File: config.mk
export PLATFORM = sky130hd
export DESIGN_NAME = imu_serial_frame_parser_core
export DESIGN_NICKNAME = d
export VERILOG_FILES = /design/src/sv/isfp_pkg.sv /design/src/sv/isfp_apb_regs.sv /design/src/sv/isfp_frame_asm.sv /design/src/sv/isfp_result.sv /design/src/sv/imu_serial_frame_parser_core.sv
export SDC_FILE = /design/constraint.sdc
export NUM_CORES = 1
export LEC_CHECK = 0
export BUFFER_PORTS_ARGS = -buffer_cell sky130_fd_sc_hd__buf_2
export CAP_MARGIN = 0
export CORE_AREA = 2 2 181 228
export DETAILED_ROUTE_END_ITERATION = 12
export DIE_AREA = 0 0 183 230
export PLACE_DENSITY = 0.61
export SLEW_MARGIN = 20
export SYNTH_ARGS = -nofsm -noshare
export SYNTH_HDL_FRONTEND = slang
export SYNTH_SLANG_ARGS = --single-unit
File: constraint.sdc
create_clock -name clk -period 3.7 [get_ports clk]
set_input_delay 0.555 -clock clk [delete_from_list [all_inputs] [get_ports clk]]
set_output_delay 0.555 -clock clk [all_outputs]
set_load 0.005 [all_outputs]
File: src/sv/isfp_pkg.sv
// ----------------------------------------------------------------------------
// isfp_pkg
// Shared types and constants of the serial frame parser: frame layout,
// type codes, result kinds and the register map.
// ----------------------------------------------------------------------------
package isfp_pkg;

  // Frame layout: header, type, eight payload bytes, checksum
  localparam logic [7:0] HDR_BYTE  = 8'h55;
  localparam int         BODY_LEN  = 10;
  localparam logic [3:0] LAST_POS  = 4'd10;

  // Type byte codes
  localparam logic [7:0] TYPE_TIME  = 8'h50;
  localparam logic [7:0] TYPE_ACC   = 8'h51;
  localparam logic [7:0] TYPE_GYRO  = 8'h52;
  localparam logic [7:0] TYPE_ANGLE = 8'h53;
  localparam logic [7:0] TYPE_QUAT  = 8'h59;
  localparam logic [7:0] TYPE_READ  = 8'h5F;

  // Register map: index taken from paddr[2]
  localparam logic REG_READ_START = 1'b0;

  // Result kind reported on tuser
  typedef enum logic [2:0] {
    KIND_TIME     = 3'd0,
    KIND_ACC      = 3'd1,
    KIND_GYRO     = 3'd2,
    KIND_ANGLE    = 3'd3,
    KIND_QUAT     = 3'd4,
    KIND_READ     = 3'd5,
    KIND_UNKNOWN  = 3'd6,
    KIND_CSUM_ERR = 3'd7
  } frame_kind_t;

  // Completed frame handed from the assembler to the result stage
  typedef struct packed {
    logic        csum_ok;
    logic [7:0]  type_code;
    logic [15:0] word_a;
    logic [15:0] word_b;
    logic [15:0] word_c;
    logic [15:0] word_d;
  } frame_t;

endpackage

File: src/sv/isfp_apb_regs.sv
// ----------------------------------------------------------------------------
// isfp_apb_regs
// APB register file holding the requested register start address.
// ----------------------------------------------------------------------------
module isfp_apb_regs (
  input  logic        clk,
  input  logic        rst,
  input  logic        psel,
  input  logic        penable,
  input  logic        pwrite,
  input  logic [2:0]  paddr,
  input  logic [31:0] pwdata,
  output logic [31:0] prdata,
  output logic        pready,
  output logic [7:0]  read_start_addr
);
  import isfp_pkg::*;

  logic wr_en;

  assign pready = 1'b1;
  assign wr_en  = psel && penable && pwrite && pready;

  // Write the start address on a completed access
  always_ff @(posedge clk) begin
    if (rst) begin
      read_start_addr <= 8'd0;
    end else if (wr_en && (paddr[2] == REG_READ_START)) begin
      read_start_addr <= pwdata[7:0];
    end
  end

  // Read back
  always_comb begin
    if (paddr[2] == REG_READ_START) begin
      prdata = {24'd0, read_start_addr};
    end else begin
      prdata = 32'd0;
    end
  end

endmodule

File: src/sv/isfp_frame_asm.sv
// ----------------------------------------------------------------------------
// isfp_frame_asm
// Input register and frame assembler: header hunt, byte position, running
// checksum and frame store. Presents each completed frame to the result stage.
// ----------------------------------------------------------------------------
module isfp_frame_asm (
  input  logic                   clk,
  input  logic                   rst,
  input  logic                   s_axis_tvalid,
  output logic                   s_axis_tready,
  input  logic [7:0]             s_axis_tdata,   // [7:0] rx_byte
  output logic                   frame_valid,
  output isfp_pkg::frame_t       frame,
  input  logic                   res_ready
);
  import isfp_pkg::*;

  logic       in_valid;
  logic       in_valid_next;
  logic [7:0] in_byte;
  logic [3:0] pos;
  logic [7:0] sum;
  logic [7:0] store [BODY_LEN];
  logic       at_csum;
  logic       step;
  logic       store_wr;

  // A checksum byte needs the result register; other bytes never wait
  assign at_csum       = (pos == LAST_POS);
  assign step          = in_valid && (!at_csum || res_ready);
  assign s_axis_tready = !in_valid || step;
  assign frame_valid   = in_valid && at_csum;
  assign store_wr      = step && ((pos == 4'd0) ? (in_byte == HDR_BYTE) : !at_csum);

  always_comb begin
    if (s_axis_tvalid && s_axis_tready) begin
      in_valid_next = 1'b1;
    end else if (step) begin
      in_valid_next = 1'b0;
    end else begin
      in_valid_next = in_valid;
    end
  end

  // Input register: hold valid
  always_ff @(posedge clk) begin
    if (rst) begin
      in_valid <= 1'b0;
    end else begin
      in_valid <= in_valid_next;
    end
  end

  // Input register: capture byte on a transfer
  always_ff @(posedge clk) begin
    if (s_axis_tvalid && s_axis_tready) begin
      in_byte <= s_axis_tdata;
    end
  end

  // Advance position and running sum
  always_ff @(posedge clk) begin
    if (rst) begin
      pos <= 4'd0;
      sum <= 8'd0;
    end else if (step) begin
      if (pos == 4'd0) begin
        if (in_byte == HDR_BYTE) begin
          pos <= 4'd1;
          sum <= in_byte;
        end
      end else if (!at_csum) begin
        pos <= pos + 4'd1;
        sum <= sum + in_byte;
      end else begin
        pos <= 4'd0;
      end
    end
  end

  // Frame store
  always_ff @(posedge clk) begin
    if (store_wr) begin
      store[pos] <= in_byte;
    end
  end

  // Completed frame fields
  always_comb begin
    frame.csum_ok   = (in_byte == sum);
    frame.type_code = store[1];
    frame.word_a    = {store[3], store[2]};
    frame.word_b    = {store[5], store[4]};
    frame.word_c    = {store[7], store[6]};
    frame.word_d    = {store[9], store[8]};
  end

endmodule

File: src/sv/isfp_result.sv
// ----------------------------------------------------------------------------
// isfp_result
// Result stage: classify a completed frame, update the frame counters and the
// motion-set mask, and hold the result in the output register.
// ----------------------------------------------------------------------------
module isfp_result #(
  parameter int COUNT_WIDTH = 32
) (
  input  logic                   clk,
  input  logic                   rst,
  input  logic                   frame_valid,
  input  isfp_pkg::frame_t       frame,
  output logic                   res_ready,
  input  logic [7:0]             read_start_addr,
  output logic                   m_axis_tvalid,
  input  logic                   m_axis_tready,
  // [7:0] type_code, [23:8] word_a, [39:24] word_b, [55:40] word_c,
  // [71:56] word_d, [79:72] reg_addr_out, [80] sample_complete,
  // [112:81] good_frames, [144:113] bad_checksums, [176:145] unknown_frames,
  // [183:177] zero
  output logic [183:0]           m_axis_tdata,
  output logic [2:0]             m_axis_tuser    // [2:0] frame_kind
);
  import isfp_pkg::*;

  logic                   load;
  logic                   out_valid_next;
  logic [COUNT_WIDTH-1:0] good_count;
  logic [COUNT_WIDTH-1:0] bad_count;
  logic [COUNT_WIDTH-1:0] unrec_count;
  logic [COUNT_WIDTH-1:0] good_count_next;
  logic [COUNT_WIDTH-1:0] bad_count_next;
  logic [COUNT_WIDTH-1:0] unrec_count_next;
  logic [3:0]             seen_mask;
  logic [3:0]             seen_mask_next;
  logic [3:0]             seen_bit;
  logic [3:0]             seen_merged;
  frame_kind_t            kind;
  logic [7:0]             addr;
  logic                   pulse;

  // Output register
  frame_kind_t            kind_q;
  frame_t                 frame_q;
  logic [7:0]             addr_q;
  logic                   pulse_q;
  logic [31:0]            good_q;
  logic [31:0]            bad_q;
  logic [31:0]            unknown_q;

  assign res_ready = !m_axis_tvalid || m_axis_tready;
  assign load      = frame_valid && res_ready;

  // Classify the frame and update counters and the motion-set mask
  always_comb begin
    kind             = KIND_CSUM_ERR;
    addr             = 8'd0;
    seen_bit         = 4'd0;
    pulse            = 1'b0;
    good_count_next  = good_count;
    bad_count_next   = bad_count;
    unrec_count_next = unrec_count;
    seen_mask_next   = seen_mask;
    if (!frame.csum_ok) begin
      bad_count_next = bad_count + COUNT_WIDTH'(1);
      seen_mask_next = 4'd0;
    end else begin
      good_count_next = good_count + COUNT_WIDTH'(1);
      case (frame.type_code)
        TYPE_TIME:  kind = KIND_TIME;
        TYPE_ACC:   begin
          kind     = KIND_ACC;
          seen_bit = 4'b0001;
        end
        TYPE_GYRO:  begin
          kind     = KIND_GYRO;
          seen_bit = 4'b0010;
        end
        TYPE_ANGLE: begin
          kind     = KIND_ANGLE;
          seen_bit = 4'b0100;
        end
        TYPE_QUAT:  begin
          kind     = KIND_QUAT;
          seen_bit = 4'b1000;
        end
        TYPE_READ:  begin
          kind = KIND_READ;
          addr = read_start_addr;
        end
        default: begin
          kind             = KIND_UNKNOWN;
          unrec_count_next = unrec_count + COUNT_WIDTH'(1);
          seen_mask_next   = 4'd0;
        end
      endcase
    end
    seen_merged = seen_mask | seen_bit;
    if (seen_bit != 4'd0) begin
      if (seen_merged == 4'hF) begin
        pulse          = 1'b1;
        seen_mask_next = 4'd0;
      end else begin
        seen_mask_next = seen_merged;
      end
    end
  end

  always_comb begin
    if (load) begin
      out_valid_next = 1'b1;
    end else if (m_axis_tready) begin
      out_valid_next = 1'b0;
    end else begin
      out_valid_next = m_axis_tvalid;
    end
  end

  // Control state: counters, mask, output valid
  always_ff @(posedge clk) begin
    if (rst) begin
      m_axis_tvalid <= 1'b0;
      good_count    <= '0;
      bad_count     <= '0;
      unrec_count   <= '0;
      seen_mask     <= 4'd0;
    end else begin
      m_axis_tvalid <= out_valid_next;
      if (load) begin
        good_count  <= good_count_next;
        bad_count   <= bad_count_next;
        unrec_count <= unrec_count_next;
        seen_mask   <= seen_mask_next;
      end
    end
  end

  // Result payload
  always_ff @(posedge clk) begin
    if (load) begin
      kind_q    <= kind;
      frame_q   <= frame;
      addr_q    <= addr;
      pulse_q   <= pulse;
      good_q    <= 32'(good_count_next);
      bad_q     <= 32'(bad_count_next);
      unknown_q <= 32'(unrec_count_next);
    end
  end

  assign m_axis_tuser = kind_q;
  assign m_axis_tdata = {7'd0, unknown_q, bad_q, good_q, pulse_q, addr_q,
                         frame_q.word_d, frame_q.word_c, frame_q.word_b,
                         frame_q.word_a, frame_q.type_code};

endmodule

File: src/sv/imu_serial_frame_parser_core.sv
// ----------------------------------------------------------------------------
// imu_serial_frame_parser_core
// Checksummed 11-byte frame parser for an inertial sensor serial link.
// ----------------------------------------------------------------------------
// Throughput: one received byte per cycle, except while a checksum byte waits
// in the input register for the result register to be free.
// A frame result goes from the input register, which holds its checksum byte,
// into the result register once that is free, and from there to the master side.
// Reset (rst, synchronous, active high) returns to header hunt and clears the
// counters, the motion-set mask and the start address register.
module imu_serial_frame_parser_core #(
  parameter int COUNT_WIDTH = 32
) (
  input  logic         clk,
  input  logic         rst,
  input  logic         s_axis_tvalid,
  output logic         s_axis_tready,
  input  logic [7:0]   s_axis_tdata,   // [7:0] rx_byte
  output logic         m_axis_tvalid,
  input  logic         m_axis_tready,
  // [7:0] type_code, [23:8] word_a, [39:24] word_b, [55:40] word_c,
  // [71:56] word_d, [79:72] reg_addr_out, [80] sample_complete,
  // [112:81] good_frames, [144:113] bad_checksums, [176:145] unknown_frames,
  // [183:177] zero
  output logic [183:0] m_axis_tdata,
  output logic [2:0]   m_axis_tuser,   // [2:0] frame_kind
  input  logic         psel,
  input  logic         penable,
  input  logic         pwrite,
  input  logic [2:0]   paddr,
  input  logic [31:0]  pwdata,
  output logic [31:0]  prdata,
  output logic         pready
);
  import isfp_pkg::*;

  logic       frame_valid;
  frame_t     frame;
  logic       res_ready;
  logic [7:0] read_start_addr;

  isfp_apb_regs u_regs (
    .clk             (clk),
    .rst             (rst),
    .psel            (psel),
    .penable         (penable),
    .pwrite          (pwrite),
    .paddr           (paddr),
    .pwdata          (pwdata),
    .prdata          (prdata),
    .pready          (pready),
    .read_start_addr (read_start_addr)
  );

  isfp_frame_asm u_asm (
    .clk           (clk),
    .rst           (rst),
    .s_axis_tvalid (s_axis_tvalid),
    .s_axis_tready (s_axis_tready),
    .s_axis_tdata  (s_axis_tdata),
    .frame_valid   (frame_valid),
    .frame         (frame),
    .res_ready     (res_ready)
  );

  isfp_result #(
    .COUNT_WIDTH (COUNT_WIDTH)
  ) u_result (
    .clk             (clk),
    .rst             (rst),
    .frame_valid     (frame_valid),
    .frame           (frame),
    .res_ready       (res_ready),
    .read_start_addr (read_start_addr),
    .m_axis_tvalid   (m_axis_tvalid),
    .m_axis_tready   (m_axis_tready),
    .m_axis_tdata    (m_axis_tdata),
    .m_axis_tuser    (m_axis_tuser)
  );

endmodule

== Yosys cells after proc, flatten, opt, wreduce, memory -nomap -nowiden ==
Memories as Yosys holds them, arrays and structs flattened. A register that Yosys moved wholly into a read port is not among the register bits.
Cells that the tools add are included.

* Bits in registers: 246
* Memory bits (writable): 80
* Input bits: 50
* Logic and storage cells: 87
* Memories kept: 1

* $add $sub $neg: 5
* Equality and inequality tests: 13
* Mux-type cells: 26
* Bitwise gates (word level): 2
* Reductions and logical operators: 23

{| class="wikitable"
|+ Memory list
! name !! words !! bits a word !! read ports !! clocked after Yosys merged registers in !! wr ports !! RTL line !! text
|-
| u_asm.store || 10 || 8 || 9 || 8 || 1 || isfp_frame_asm.sv:23 || <nowiki>logic [7:0] store [BODY_LEN];</nowiki>
|}

{| class="wikitable"
|+ Operators with widths
! kind !! number
|-
| $mux 32 || 4
|-
| $add 32x1->32 const B || 3
|-
| $eq 8x7->1 const B || 7
|-
| $mux 4 || 8
|-
| $mux 8 || 4
|-
| $pmux 3 s6 || 1
|-
| $pmux 4 s4 || 1
|-
| $add 8x8->8 || 1
|-
| $eq 4x4->1 const B || 2
|-
| $eq 8x8->1 || 1
|-
| $logic_and 1x1->1 || 8
|-
| $mux 1 || 8
|-
| $reduce_and 2->1 || 3
|-
| $reduce_or 6->1 || 1
|-
| $add 4x1->4 const B || 1
|-
| $logic_not 4->1 || 1
|-
| $ne 2x2->1 const B || 2
|-
| $or 4x4->4 || 1
|-
| $reduce_bool 2->1 || 2
|-
| $reduce_bool 4->1 || 1
|-
| $logic_not 1->1 || 3
|-
| $logic_or 1x1->1 || 3
|-
| $ne 3x3->1 const B || 1
|-
| $reduce_and 3->1 || 1
|-
| $not 1->1 || 1
|}

== Longest topological paths before layout ==
An unclocked memory read counts as a cell.

* Depth in word-level cells: 8
* Depth in mapped cells: 10

== Modules after synthesis ==
From an unflattened synthesis, not the netlist that was laid out.

* Cell total of the unflattened synthesis: 1,283
* Area total of the unflattened synthesis: 16,050.4 um^2

{| class="wikitable"
|+ By module, submodules not included
! module !! instances !! cells each !! area an instance (um^2) !! sequential area each (um^2)
|-
| isfp_result || 1 || 998 || 11,952.7 || 7,427.1
|-
| isfp_frame_asm || 1 || 215 || 3,467.1 || 2,662.6
|-
| isfp_apb_regs || 1 || 70 || 630.6 || 160.2
|}

== Least setup slack after synthesis ==
Ideal clock, no wire load.

* Path type: in2reg
* Start point: in m_axis_tready
* End point: reg u_result.good_count[3]
* Arrival time: 3.918 ns
* Data required time: 3.572 ns
* Setup slack: -0.346 ns
* Stages: 9
* Path buffers: 3
* Path through: nand2b_1 -> nand4_1 -> buf_2 -> inv_1 -> buf_2 -> buf_2 -> nand2_1 -> xor2_1 -> nor2_1

* Cells in the longest elaborated chain, start to end: 2

{| class="wikitable"
|+ RTL lines
! element !! RTL line !! text
|-
| from (decl) || imu_serial_frame_parser_core.sv:20 || <nowiki>input logic m_axis_tready,</nowiki>
|-
| $logic_or 1x1->1 || isfp_result.sv:51 || <nowiki>assign res_ready = !m_axis_tvalid || m_axis_tready;</nowiki>
|-
| $logic_and 1x1->1 || isfp_result.sv:52 || <nowiki>assign load = frame_valid && res_ready;</nowiki>
|-
| via u_result.load || isfp_result.sv:26 || <nowiki>logic load;</nowiki>
|-
| to (signal assigned) || isfp_result.sv:130 || <nowiki>good_count <= good_count_next;</nowiki>
|-
| to (decl) || isfp_result.sv:28 || <nowiki>logic [COUNT_WIDTH-1:0] good_count;</nowiki>
|}

The timed path passes the listed nets, and every way through them passes these cells.
A chain may end at the register's enable or synchronous reset.

== Final worst setup path ==
* Start point: reg u_asm.in_byte[3]
* End point: reg u_result.unrec_count[25]

* Cells in the longest elaborated chain, start to end: 2

{| class="wikitable"
|+ RTL lines
! element !! RTL line !! text
|-
| from (decl) || isfp_frame_asm.sv:20 || <nowiki>logic [7:0] in_byte;</nowiki>
|-
| from (signal assigned) || isfp_frame_asm.sv:57 || <nowiki>in_byte <= s_axis_tdata;</nowiki>
|-
| $eq 8x8->1 || isfp_frame_asm.sv:90 || <nowiki>frame.csum_ok = (in_byte == sum);</nowiki>
|-
| $mux 32 || isfp_result.sv:64 || <nowiki>if (!frame.csum_ok) begin</nowiki>
|-
| to (signal assigned) || isfp_result.sv:132 || <nowiki>unrec_count <= unrec_count_next;</nowiki>
|-
| to (decl) || isfp_result.sv:30 || <nowiki>logic [COUNT_WIDTH-1:0] unrec_count;</nowiki>
|}

Every way passes these cells.

==> results.json <==
{
  "ys.warnings.count": 0,
  "hp-class": "input pin to flop",
  "holdPathStages": 1,
  "path_max_fanout": 11,
  "cts_hold_buf": 0,
  "die_h_microns": 230,
  "drv_cap": 0,
  "cts_tree": "done",
  "die_w_microns": 183,
  "vias": 10165,
  "io_pins": 272,
  "arrival_ns": 3.58,
  "core-area_sq_um": 39800,
  "crit_path_max_incr_delay_ns": 0.58,
  "fin_crit_sh_pct": 85.6,
  "rrSetupSlack_ns": 0.53,
  "layout.cells.non_filler": 2051,
  "critPathLaunchType": "flop",
  "first_pass_iters": 5,
  "h-tree-depth": 2,
  "rows": 82,
  "powerDensity_nw_per_um2": 459,
  "cts_root_buf": "clkbuf_16",
  "path_clk_slew_ns": 0.06,
  "ys.flop_type": "edfxtp_1",
  "ctsResizeCount": 0,
  "critPathTopFamily": "simple AND/OR/NAND/NOR gates",
  "grt_usage_pct": 15.6,
  "grt_antenna_before_repair": 0,
  "leakage_nw": 7.03,
  "initial_core_util_pct": 39.6,
  "maxSlewHeadroom_pct": 28.6,
  "finalHoldViolCount": 0,
  "drv_slew": 0,
  "critPathBufInv": 1,
  "clock_sinks": 382,
  "fin_crit_ns": 3.17,
  "area_delta_synth_final_pct": 17.6,
  "rsz0062_at_grt": "no",
  "grt_max_degree": 115,
  "cp_slowest_cell": "edfxtp_1",
  "dieArea_sq_um": 42100,
  "worstSetupPathType": "flop to flop",
  "rr_worst_depth": 8,
  "hpwl_mm": 22.2,
  "drive_above_1_share_pct": 20.6,
  "synth-edff-count": 260,
  "ys_async_sr_fraction_pct": 0,
  "drtIter0Drc": 594,
  "nets": 1579,
  "wl_mm": 33.2,
  "tightest_slew_ns": 1.06,
  "numCtsBuffers": 39,
  "finalSetupTns_ns": 0,
  "avgViaCountPerCell": 4.96,
  "yosysTopAreaCellShare_pct": 49.5,
  "cts.path.max_buffers": 3,
  "portBuffers": 213,
  "place_congestion": 0.811,
  "fin_skew_ns": 0.0187,
  "path_cells": "ha_1 -> nor3_2 -> buf_4 -> and3_1 -> nand3_2 -> nor4b_4 -> nand4_1 -> mux2_1",
  "placed_cells": 1981,
  "ant_nets": 0,
  "holdPathEnd": "u_asm.in_byte[3]$_DFFE_PP_",
  "critPathRequiredTime_ns": 4.11,
  "yosysTopAreaCell": "edfxtp_1",
  "max_freq_mhz": 316,
  "grt_pass1_wl_mm": 52.4,
  "post-cts-setup-buffers": 0,
  "syn_area_per_cell_sq_um": 12.1,
  "drc": 0,
  "wire_per_inst_microns": 16.2,
  "hold_start": "s_axis_tdata[3]",
  "grt_pass1_vias": 9797,
  "finalSetupViolCount": 0,
  "r2r_start": "u_asm.in_byte[3]$_DFFE_PP_",
  "ys_ff_latch": 382,
  "n_antenna_cell": 0,
  "end_kind": "flop",
  "status": "completed",
  "ys_seq_area_share_pct": 65.0,
  "gr-total-overflow": 0,
  "synth_area_leaders": "edfxtp_1 49%, dfxtp_1 15%, xnor2_1 5.2%",
  "netlist_area_sq_um": 15800,
  "syn_inst": 1302,
  "worstReg2RegEnd": "u_result.unrec_count[25]$_SDFFE_PP0P_",
  "insertion_delay_ns": 0.54,
  "synth_cell_type_count": 66,
  "ir_drop_uv": 249
}
==> stage by stage <==
step	power, mW	utilization, %	hold WS [ns]	setup slack [ns]	cell area (sq um)
floorplan	4.73	-	0.400	0.643	15900
global placement	4.77	43.4	0.402	0.572	17300
detailed placement	4.77	43.4	0.405	0.530	17300
CTS	8.63	46.6	0.173	0.496	18500
global route	8.82	46.6	0.180	0.304	18600
finish	8.51	46.6	0.196	0.534	18600
==> cells in the mapped netlist (5+ instances only) <==
cell type and n:
xor2_1 78, or3_1 25, nor2_1 157, a21oi_1 44
a31oi_1 5, and4_1 11, inv_1 18, buf_2 19
nand2b_1 7, nor4_1 17, xnor2_1 94, and3_1 10
nand4_1 28, and2_1 14, ha_1 10, clkbuf_1 31
o21ai_0 27, edfxtp_1 260, nand2_1 103, dfxtp_1 122
buf_4 34, nand3_1 51, nor2b_1 13, nor3_1 52
==> worst max-delay path by stage <==
| stage | cells after the start | endpoint | slack [ns] | from |
|---|---|---|---|---|
| detailed placement | 8 | u_result.unrec_count[25]$_SDFFE_PP0P_ | 0.53 | u_asm.in_byte[3]$_DFFE_PP_ |
| finish | 8 | u_result.unrec_count[25]$_SDFFE_PP0P_ | 0.53 | u_asm.in_byte[3]$_DFFE_PP_ |
| global route | 8 | u_result.unrec_count[25]$_SDFFE_PP0P_ | 0.30 | u_asm.in_byte[3]$_DFFE_PP_ |
| CTS | 8 | u_result.unrec_count[25]$_SDFFE_PP0P_ | 0.50 | u_asm.in_byte[3]$_DFFE_PP_ |
| floorplan | 9 | u_result.good_count[3]$_SDFFE_PP0P_ | 0.64 | m_axis_tready |
| global placement | 8 | u_result.unrec_count[25]$_SDFFE_PP0P_ | 0.57 | u_asm.in_byte[3]$_DFFE_PP_ |
==> cells in the final DEF, fill, tap and decap left out, types with 11 or more instances in the layout <==
master / count
nor2_1: 157
conb_1: 32
clkbuf_16: 41
nand4_1: 28
nor3_1: 50
a21oi_1: 44
buf_4: 20
edfxtp_1: 260
dfxtp_1: 122
nor4_1: 17
nor2b_1: 13
o21ai_0: 27
inv_1: 17
buf_2: 212
and2_1: 14
xnor2_1: 94
or3_1: 25
nand2_1: 103
nand3_1: 51
and4_1: 11
xor2_1: 78
==> state kept, by name (all words and copies together) (netlist names) <==
register	flops
u_asm.sum	8
u_result.m_axis_tuser	3
u_result.good_q	32
u_result.addr_q	8
u_result.bad_count	32
u_regs.read_start_addr	8
u_asm.in_valid	1
u_result.seen_mask	4
u_result.unrec_count	32
u_result.unknown_q	32
u_result.pulse_q	1
u_asm.store	72
u_result.m_axis_tvalid	1
u_asm.pos	4
u_asm.in_byte	8
m_axis_tdata	72
u_result.good_count	32
u_result.bad_q	32
==> report_power, final <==
| group | total, mW | switching, mW | internal (mW) | leakage (nW) |
|---|---|---|---|---|
| logic | 0.129 | 0.0917 | 0.0373 | 2.86 |
| clock network | 3.84 | 1.64 | 2.20 | 0.588 |
| registers | 4.55 | 0.00997 | 4.54 | 3.58 |
| total | 8.51 | 1.74 | 6.77 | 7.03 |
==> logic make-up (layout without fill, tap and decap cells) <==
| family | after synthesis | in the layout | synth area share, % |
|---|---|---|---|
| buffers and inverters | 107 | 322 | 3.51 |
| XOR/XNOR | 172 | 172 | 9.55 |
| other | 2 | 32 | 0.0476 |
| AO/OA/AOI/OAI | 95 | 95 | 3.46 |
| flip-flops | 382 | 382 | 65.0 |
| AND/OR/NAND/NOR | 529 | 529 | 17.3 |
| adder cells (fa/ha/maj) | 11 | 11 | 0.920 |
| multiplexers | 4 | 4 | 0.278 |
==> layout make-up <==
type / count / area (sq um)
fill: 3626 / 21300
sequential: 382 / 10200
multi-input combinational: 843 / 5090
timing repair buffer: 234 / 1250
clock buffer: 47 / 1060
tap: 504 / 631
clock inverter: 23 / 194
inverter: 18 / 75.1
==> layer usage <==
layer	GRT usage [%]	routed length [microns]	vias to the layer above
li1	-	-	4978
met1	19.6	14300	4849
met2	26.5	16100	275
met3	3.42	1920	63
met4	5.48	893	0
met5	0	0	-
Power figures use the tool's default switching activity.
